**src/hw/rtl/uvs_pkg.sv**
```systemverilog
// ----------------------------------------------------------------------------
// uvs_pkg
// Shared types and constants for the unique value stack.
// ----------------------------------------------------------------------------
`default_nettype none

package uvs_pkg;

  localparam int unsigned DEPTH_DEF   = 64;
  localparam int unsigned VAL_W       = 32;
  localparam int unsigned FILL_W      = 7;
  localparam int unsigned CAP_W       = 7;
  localparam logic [6:0]  CAP_RESET   = 7'd64;

  typedef enum logic [1:0] {
    MODE_PUSH = 2'd0,
    MODE_POP  = 2'd1,
    MODE_DUMP = 2'd2,
    MODE_NONE = 2'd3
  } mode_t;

  typedef enum logic [2:0] {
    ST_OK        = 3'd0,
    ST_OVERFLOW  = 3'd1,
    ST_DUPLICATE = 3'd2,
    ST_UNDERFLOW = 3'd3,
    ST_EMPTY     = 3'd4
  } status_t;

  typedef enum logic [1:0] {
    S_IDLE,
    S_SCAN,
    S_DUMP,
    S_RESP
  } state_t;

  // controller -> datapath
  typedef struct packed {
    logic accept;      // latch the incoming item
    logic scan_start;  // read entry 0
    logic scan_step;   // compare current entry, read next one up
    logic dump_start;  // read top entry
    logic dump_step;   // emit current entry, read next one down
    logic resp;        // emit the single result, update the stack
  } cmd_t;

  // datapath -> controller
  typedef struct packed {
    logic cnt_zero;
    logic at_cap;
    logic match;
    logic scan_done;
    logic dump_done;
    logic out_free;
  } stat_t;

endpackage

`default_nettype wire

```
**src/hw/rtl/uvs_ctrl.sv**
```systemverilog
// ----------------------------------------------------------------------------
// uvs_ctrl
// Sequencer for push scan, dump walk and single-result operations.
// ----------------------------------------------------------------------------
`default_nettype none

module uvs_ctrl (
  input  wire logic            clk,
  input  wire logic            rst_n,
  input  wire logic            in_valid,
  input  wire logic [1:0]      in_mode,
  input  wire uvs_pkg::stat_t  stat,
  output logic                 in_ready,
  output uvs_pkg::cmd_t        cmd
);

  uvs_pkg::state_t state_r, state_nxt;
  uvs_pkg::mode_t  mode;

  assign mode = uvs_pkg::mode_t'(in_mode);

  always_ff @(posedge clk) begin
    if (!rst_n) begin
      state_r <= uvs_pkg::S_IDLE;
    end else begin
      state_r <= state_nxt;
    end
  end

  always_comb begin
    state_nxt = state_r;
    case (state_r)
      uvs_pkg::S_IDLE: begin
        if (in_valid) begin
          case (mode)
            uvs_pkg::MODE_PUSH: begin
              state_nxt = (stat.cnt_zero || stat.at_cap) ? uvs_pkg::S_RESP : uvs_pkg::S_SCAN;
            end
            uvs_pkg::MODE_POP:  state_nxt = uvs_pkg::S_RESP;
            uvs_pkg::MODE_DUMP: begin
              state_nxt = stat.cnt_zero ? uvs_pkg::S_RESP : uvs_pkg::S_DUMP;
            end
            default:            state_nxt = uvs_pkg::S_IDLE;
          endcase
        end
      end
      uvs_pkg::S_SCAN: begin
        if (stat.match || stat.scan_done) state_nxt = uvs_pkg::S_RESP;
      end
      uvs_pkg::S_DUMP: begin
        if (stat.out_free && stat.dump_done) state_nxt = uvs_pkg::S_IDLE;
      end
      uvs_pkg::S_RESP: begin
        if (stat.out_free) state_nxt = uvs_pkg::S_IDLE;
      end
      default: state_nxt = uvs_pkg::S_IDLE;
    endcase
  end

  always_comb begin
    in_ready = 1'b0;
    cmd      = '0;
    case (state_r)
      uvs_pkg::S_IDLE: begin
        in_ready   = 1'b1;
        cmd.accept = in_valid;
        cmd.scan_start = in_valid && (mode == uvs_pkg::MODE_PUSH) &&
                         !stat.cnt_zero && !stat.at_cap;
        cmd.dump_start = in_valid && (mode == uvs_pkg::MODE_DUMP) && !stat.cnt_zero;
      end
      uvs_pkg::S_SCAN: cmd.scan_step = 1'b1;
      uvs_pkg::S_DUMP: cmd.dump_step = stat.out_free;
      uvs_pkg::S_RESP: cmd.resp      = stat.out_free;
      default: ;
    endcase
  end

endmodule

`default_nettype wire

```
**src/hw/rtl/uvs_dpath.sv**
```systemverilog
// ----------------------------------------------------------------------------
// uvs_dpath
// Entry memory, fill count, capacity register and output register.
// ----------------------------------------------------------------------------
`default_nettype none

module uvs_dpath #(
  parameter int unsigned DEPTH = uvs_pkg::DEPTH_DEF
) (
  input  wire logic                        clk,
  input  wire logic                        rst_n,
  input  wire uvs_pkg::cmd_t               cmd,
  input  wire logic [1:0]                  in_mode,
  input  wire logic [uvs_pkg::VAL_W-1:0]   in_value,
  input  wire logic                        cap_we,
  input  wire logic [uvs_pkg::CAP_W-1:0]   cap_wdata,
  output logic      [uvs_pkg::CAP_W-1:0]   cap_val,
  output uvs_pkg::stat_t                   stat,
  output logic                             out_valid,
  input  wire logic                        out_ready,
  output logic      [2:0]                  out_status,
  output logic      [uvs_pkg::VAL_W-1:0]   out_entry,
  output logic      [uvs_pkg::FILL_W-1:0]  out_fill,
  output logic                             out_last
);

  localparam int unsigned AW = (DEPTH > 1) ? $clog2(DEPTH) : 1;
  localparam int unsigned CW = $clog2(DEPTH + 1);
  localparam logic [uvs_pkg::CAP_W-1:0] DEPTH_C = uvs_pkg::CAP_W'(DEPTH);

  logic [uvs_pkg::VAL_W-1:0] mem [DEPTH];

  logic [CW-1:0]              count_r, count_nxt;
  logic [uvs_pkg::CAP_W-1:0]  cap_r;
  logic [uvs_pkg::VAL_W-1:0]  value_r;
  uvs_pkg::mode_t             op_r;
  logic [AW-1:0]              ptr_r, ptr_nxt;
  logic                       dup_r;
  logic [uvs_pkg::VAL_W-1:0]  rdata_r;

  logic                       out_valid_r;
  logic [2:0]                 status_r, status_nxt;
  logic [uvs_pkg::VAL_W-1:0]  entry_r, entry_nxt;
  logic [uvs_pkg::FILL_W-1:0] fill_r, fill_nxt;
  logic                       last_r, last_nxt;

  logic [uvs_pkg::CAP_W-1:0]  eff_cap;
  logic                       rd_en;
  logic [AW-1:0]              rd_addr;
  logic                       wr_en;
  logic                       load;
  logic                       out_free;

  assign eff_cap  = (cap_r > DEPTH_C) ? DEPTH_C : cap_r;
  assign out_free = !out_valid_r || out_ready;

  assign stat.cnt_zero  = (count_r == '0);
  assign stat.at_cap    = (uvs_pkg::CAP_W'(count_r) >= eff_cap);
  assign stat.match     = (rdata_r == value_r);
  assign stat.scan_done = ((CW'(ptr_r) + CW'(1)) == count_r);
  assign stat.dump_done = (ptr_r == '0);
  assign stat.out_free  = out_free;

  // read port: one entry ahead of the walk so each cycle sees fresh data
  always_comb begin
    rd_en   = 1'b0;
    rd_addr = '0;
    ptr_nxt = ptr_r;
    if (cmd.scan_start) begin
      rd_en   = 1'b1;
      rd_addr = '0;
      ptr_nxt = '0;
    end else if (cmd.dump_start) begin
      rd_en   = 1'b1;
      rd_addr = AW'(count_r - CW'(1));
      ptr_nxt = rd_addr;
    end else if (cmd.scan_step) begin
      rd_en   = !stat.scan_done;
      rd_addr = ptr_r + AW'(1);
      ptr_nxt = rd_addr;
    end else if (cmd.dump_step) begin
      rd_en   = !stat.dump_done;
      rd_addr = ptr_r - AW'(1);
      ptr_nxt = rd_addr;
    end
  end

  always_ff @(posedge clk) begin
    if (rd_en) rdata_r <= mem[rd_addr];
    if (wr_en) mem[AW'(count_r)] <= value_r;
  end

  // result formation
  always_comb begin
    load       = 1'b0;
    wr_en      = 1'b0;
    count_nxt  = count_r;
    status_nxt = uvs_pkg::ST_OK;
    entry_nxt  = '0;
    fill_nxt   = uvs_pkg::FILL_W'(count_r);
    last_nxt   = 1'b1;
    if (cmd.dump_step) begin
      load      = 1'b1;
      entry_nxt = rdata_r;
      last_nxt  = stat.dump_done;
    end else if (cmd.resp) begin
      load = 1'b1;
      case (op_r)
        uvs_pkg::MODE_PUSH: begin
          if (stat.at_cap) begin
            status_nxt = uvs_pkg::ST_OVERFLOW;
          end else if (dup_r) begin
            status_nxt = uvs_pkg::ST_DUPLICATE;
          end else begin
            wr_en     = 1'b1;
            count_nxt = count_r + CW'(1);
          end
        end
        uvs_pkg::MODE_POP: begin
          if (stat.cnt_zero) begin
            status_nxt = uvs_pkg::ST_UNDERFLOW;
          end else begin
            count_nxt = count_r - CW'(1);
          end
        end
        default: status_nxt = uvs_pkg::ST_EMPTY;
      endcase
      fill_nxt = uvs_pkg::FILL_W'(count_nxt);
    end
  end

  always_ff @(posedge clk) begin
    if (!rst_n) begin
      count_r     <= '0;
      cap_r       <= uvs_pkg::CAP_RESET;
      out_valid_r <= 1'b0;
    end else begin
      count_r <= count_nxt;
      if (cap_we) cap_r <= cap_wdata;
      if (load) begin
        out_valid_r <= 1'b1;
      end else if (out_ready) begin
        out_valid_r <= 1'b0;
      end
    end
  end

  always_ff @(posedge clk) begin
    ptr_r <= ptr_nxt;
    if (cmd.accept) begin
      value_r <= in_value;
      op_r    <= uvs_pkg::mode_t'(in_mode);
      dup_r   <= 1'b0;
    end else if (cmd.scan_step && stat.match) begin
      dup_r <= 1'b1;
    end
    if (load) begin
      status_r <= status_nxt;
      entry_r  <= entry_nxt;
      fill_r   <= fill_nxt;
      last_r   <= last_nxt;
    end
  end

  assign cap_val    = cap_r;
  assign out_valid  = out_valid_r;
  assign out_status = status_r;
  assign out_entry  = entry_r;
  assign out_fill   = fill_r;
  assign out_last   = last_r;

endmodule

`default_nettype wire

```
**src/hw/rtl/unique_value_stack.sv**
```systemverilog
// ----------------------------------------------------------------------------
// unique_value_stack
// Bounded LIFO of signed 32-bit values that rejects duplicates.
// ----------------------------------------------------------------------------
// Usage: operations arrive on the in_ stream (in_tuser = mode: push, pop,
// dump; in_tdata = value to push). Results leave on the out_ stream with a
// status in out_tuser and entry value plus fill level in out_tdata; out_tlast
// marks the final result of an operation. A dump of n entries gives n
// transfers from top to bottom, an empty dump gives one transfer.
// A pop, a push to a full or empty stack, or an empty dump enters S_RESP
// after the transfer; its result is registered there once the output
// register is free. A push to a stack of n entries walks the single memory
// read port, 1 entry per cycle, stopping at the first match. A dump reads
// the top entry on the transfer, then streams 1 entry per cycle while the
// output register is free. One operation is in flight at a time; the next
// is taken once the previous one's last result is in the output register.
// Reset empties the stack and sets the capacity register to 64; memory
// contents are not cleared. A stalled receiver holds the output register
// and pauses the dump walk or the final update; nothing is dropped.
// The user writes capacity (APB, address 0) only while idle; not enforced.
// ----------------------------------------------------------------------------
`default_nettype none

module unique_value_stack #(
  parameter int unsigned DEPTH = uvs_pkg::DEPTH_DEF
) (
  input  wire logic        clk,
  input  wire logic        rst_n,
  input  wire logic        in_tvalid,
  output logic             in_tready,
  input  wire logic [31:0] in_tdata,   // [31:0] data_value
  input  wire logic [1:0]  in_tuser,   // [1:0] mode
  output logic             out_tvalid,
  input  wire logic        out_tready,
  output logic [39:0]      out_tdata,  // [31:0] entry_value, [38:32] fill_level, [39] zero
  output logic [2:0]       out_tuser,  // [2:0] status
  output logic             out_tlast,
  input  wire logic        cfg_psel,
  input  wire logic        cfg_penable,
  input  wire logic        cfg_pwrite,
  input  wire logic [2:0]  cfg_paddr,
  input  wire logic [31:0] cfg_pwdata,
  output logic [31:0]      cfg_prdata,
  output logic             cfg_pready
);

  uvs_pkg::cmd_t  cmd;
  uvs_pkg::stat_t stat;

  logic                        cap_we;
  logic [uvs_pkg::CAP_W-1:0]   cap_val;
  logic [uvs_pkg::VAL_W-1:0]   entry;
  logic [uvs_pkg::FILL_W-1:0]  fill;

  assign cfg_pready = 1'b1;
  assign cap_we     = cfg_psel && cfg_penable && cfg_pwrite && cfg_pready && !cfg_paddr[2];
  assign cfg_prdata = cfg_paddr[2] ? 32'd0 : {{(32 - uvs_pkg::CAP_W){1'b0}}, cap_val};

  uvs_ctrl u_ctrl (
    .clk      (clk),
    .rst_n    (rst_n),
    .in_valid (in_tvalid),
    .in_mode  (in_tuser),
    .stat     (stat),
    .in_ready (in_tready),
    .cmd      (cmd)
  );

  uvs_dpath #(
    .DEPTH (DEPTH)
  ) u_dpath (
    .clk        (clk),
    .rst_n      (rst_n),
    .cmd        (cmd),
    .in_mode    (in_tuser),
    .in_value   (in_tdata),
    .cap_we     (cap_we),
    .cap_wdata  (cfg_pwdata[uvs_pkg::CAP_W-1:0]),
    .cap_val    (cap_val),
    .stat       (stat),
    .out_valid  (out_tvalid),
    .out_ready  (out_tready),
    .out_status (out_tuser),
    .out_entry  (entry),
    .out_fill   (fill),
    .out_last   (out_tlast)
  );

  assign out_tdata = {1'b0, fill, entry};

endmodule

`default_nettype wire
```
**config.mk**
```make
export PLATFORM = sky130hd
export DESIGN_NAME = unique_value_stack
export DESIGN_NICKNAME = d
export VERILOG_FILES = /design/src/hw/rtl/uvs_pkg.sv /design/src/hw/rtl/uvs_ctrl.sv /design/src/hw/rtl/uvs_dpath.sv /design/src/hw/rtl/unique_value_stack.sv
export SDC_FILE = /design/constraint.sdc
export NUM_CORES = 2
export LEC_CHECK = 0
export BUFFER_PORTS_ARGS = -buffer_cell sky130_fd_sc_hd__clkbuf_2
export CAP_MARGIN = 15
export CELL_PAD_IN_SITES_DETAIL_PLACEMENT = 1
export CELL_PAD_IN_SITES_GLOBAL_PLACEMENT = 1
export CORE_ASPECT_RATIO = 1.2
export CORE_MARGIN = 2
export CORE_UTILIZATION = 35
export DETAILED_ROUTE_END_ITERATION = 7
export PLACE_DENSITY = 0.61
export SYNTH_ARGS = -nofsm -noshare
export SYNTH_HDL_FRONTEND = slang
export SYNTH_SLANG_ARGS = --single-unit
```
**constraint.sdc**
```tcl
create_clock -name clk -period 8.8 [get_ports clk]
set_input_delay 0 -clock clk [delete_from_list [all_inputs] [get_ports clk]]
set_output_delay 0 -clock clk [all_outputs]
set_load 0.02 [all_outputs]
```
==> metrics.cfg <==
[routing]
drt-total-wl_um = 278000
viasPerCell = 5.70
drc = 0
ant_nets = 0
wl_per_cell_um = 31.3
vias = 50700
drtIter0Drc = 5362
first_pass_iters = 5

[yosys]
synthFlopType = edfxtp_1
postSynthAreaPerCell_um2 = 15.6
synth_compound_area_share_pct = 9.48
yosysWarnings = 0
synth_xor_xnor_area_share_pct = 0.444
synth_mux_area_share_pct = 0.857
synth_most_common_cell = edfxtp_1
synthesis.area_um2 = 82900
synth.ff_latch_count = 2181
synth.top_cells.by_area = edfxtp_1 (78%), nand2_1 (3.4%), o22ai_1 (2.2%)
yosysTopAreaCellShare_pct = 78.1
yosysSeqAreaShare_pct = 78.7
ys_types = 72
postSynthCellCount = 5328
synth_edf_count = 2157
synth_fa_ha_area_share_pct = 0.226
yosys.area.top_type = edfxtp_1
synth-simple-area-share_pct = 8.30
synth_top_family_by_area = compound AO/OA/AOI/OAI gates
async_reset_ff_share_pct = 0
synthTopCellsByCount = edfxtp_1 (2157), nand2_1 (745), o22ai_1 (291)

[floorplan]
fp.dieArea_um2 = 241000
start_util_pct = 35.2
core_region_area_um2 = 235000
rows = 195
die_w_um = 448
io_pins = 155
die_h_um = 537

[global_routing]
grt_overflow = 0
grt_pass1_vias = 51800
grt_pass1_wl_um = 389000
antenna_found_initial = 21
grtUsageTotal_pct = 22.7
grt_max_degree = 135

[timing]
slew_violations = 0
fin_tns_setup_ps = 0
hold_viol_final = 0
post-route-min-period_ps = 5900
fin_skew_ps = 117
setup_viol = 0
fin_crit_sh_pct = 67.1
fmax_mhz = 169
worst_pin_slew_ps = 1170
rsz0062_at_grt = false
slew_headroom_pct = 22.2

[layout]
nNetsFinal = 5659
synthToLayoutAreaGrowth_pct = 15.1
instances_no_fill = 8887
drive_above_1_share_pct = 11.5

[worst_setup_path]
crit_path_end = u_dpath.rdata_r[5]
path_cells = inv_1 > ha_1 > nor3b_4 > a2111o_1 > o21ai_4 > buf_12 > nor2_1 > nand3_4 > buf_4 > o22ai_1 > or3_1 > a22o_1 > nor4_1
start_kind = flip-flop
cp.depth = 13
path_buf_inv = 3
cp-startpoint = u_dpath.count_r[1]
r2r_setup_slack_ps = 2900
slowest_stage = nand3_4
path_max_fanout = 106
critPathMaxStageDelay_ps = 820
arrival_ps = 6590
worstSetupPathType = reg2reg
r2r_end = u_dpath.rdata_r[5]
required_ps = 9480
rr_worst_depth = 13
r2r-start = u_dpath.count_r[1]
cp-end-kind = flip-flop
cp_top_family = simple AND/OR/NAND/NOR gates

[place]
place_congestion = 0.813
io_buffers = 100
dp_cells = 8398
dp_hpwl_um = 147000

[power]
p_total_mw = 28.7
ir_worst_vdd_mv = 0.476
power.leakage_nw = 31.6
powerDensity_nw_per_um2 = 301

[clock_tree]
cts_tree = yes
numClockSinks = 2181
clockBufferDepth = 4
htreeDepth = 4
cts_root_buf = clkbuf_16
clkTransAtPathRegs_ps = 70
post_cts_resized = 0
clock_latency_ps = 930
numCtsBuffers = 221

[flow_run]
maxCapViolations = 0

[min_path]
hold_class = in2reg

[status]
status = complete, no violations

-- state kept, by name (all words and copies together) (netlist names), 2 cells and up --
name and cells:
u_dpath.out_status 3, u_dpath.op_r 2, u_dpath.value_r 32, u_dpath.cap_val 7
u_dpath.out_fill 7, u_dpath.count_r 7, u_dpath.rdata_r 32, u_dpath.ptr_r 6
u_dpath.out_entry 32, u_ctrl.state_r 2, u_dpath.mem 2048
-- worst reg2reg max path: stages, from the launching register on --
cell,delay [ps]
dfxtp_1,660
inv_1,280
ha_1,310
nor3b_4,190
a2111o_1,490
o21ai_4,100
buf_12,530
nor2_1,390
nand3_4,820
buf_4,600
o22ai_1,190
or3_1,410
a22o_1,390
nor4_1,390
-- metrics by stage --
step / setup WS, ps / area (µm²) / util (%) / hold slack (ps)
5_1_grt: 2670 / 95400 / 40.5 / 89.1
6_report: 2900 / 95400 / 40.5 / 70.0
3_5_place_dp: 2950 / 87800 / 37.3 / 180
2_1_floorplan: 2530 / 83000 / - / 61.9
3_3_place_gp: 3070 / 87800 / 37.3 / 180
4_1_cts: 2960 / 95400 / 40.5 / 6.84
-- layout make-up --
type | instances | area [µm²]
Sequential cell | 2181 | 65300
Timing Repair Buffer | 358 | 2810
Inverter | 12 | 45.0
Clock buffer | 276 | 5770
Tap cell | 3152 | 3940
Clock inverter | 109 | 858
Multi-Input combinational cell | 2794 | 16700
Antenna cell | 5 | 12.5
Fill cell | 23400 | 140000
-- logic make-up (layout without fill, tap and decap cells) --
group           count (synthesis)  in the layout
simple gates                 1520           1520
mux                            71             71
other cells                     2             32
flops                        2181           2181
fa+ha+maj                      15             15
buf+inv                       378            755
xor+xnor                       42             42
compound gates               1119           1119
-- worst min path at each step --
stage,from,end,slack (ps),cells after the start
global placement,in_tdata[15],u_dpath.value_r[15],180,1
finish,rst_n,u_dpath.count_r[5],70,3
floorplan,rst_n,u_dpath.cap_val[6],60,1
detailed placement,in_tdata[15],u_dpath.value_r[15],180,1
global route,rst_n,u_dpath.count_r[6],90,3
CTS,rst_n,u_dpath.count_r[5],7,3
-- metal layers --
layer / global-route usage (%) / part of all wire (%)
met1: 29.6 / 40
met2: 38.4 / 48
met3: 3.62 / 7.5
met4: 7.94 / 3.6
met5: 0 / 0.0093
-- power breakdown --
group	leakage, nW	switching (mW)	internal (mW)	total (mW)
logic	8.73	5.30	2.31	7.62
registers	19.6	0.276	11.9	12.2
clock network	3.22	3.97	4.94	8.91
total	31.6	9.55	19.2	28.7
-- cell usage in the layout, fill, tap and decap left out, types with 11 or more instances in the layout --
master	Yosys	routed
o2bb2ai_1	31	31
nor3_1	113	107
buf_4	38	149
a21oi_1	218	218
clkinv_1	2	46
ha_1	15	15
nand3_1	269	264
mux2i_1	71	71
o221ai_1	130	130
a31oi_1	68	68
a22o_1	126	126
edfxtp_1	2157	2157
nand2_1	745	745
or3_1	100	100
dlygate4sd3_1	0	99
nor2_1	157	97
and3_1	40	38
clkbuf_16	0	222
clkbuf_2	0	100
nor4_1	33	32
clkbuf_1	218	53
o2111ai_1	64	63
xor2_1	34	34
conb_1	2	27
nor2b_1	15	14
o21ai_0	20	20
o22ai_1	291	291
nor4_2	10	11
bufinv_16	0	11
clkinv_2	0	34
a21o_1	132	132
dfxtp_1	24	24
nor2_4	0	60
-- what timing repair did --
item / in CTS / in global routing
hold endpoints to repair: 57 / 0
hold buffers: 99 / 0
setup buffers: 0 / 0
No activity file was read; power rests on OpenSTA's default activity.
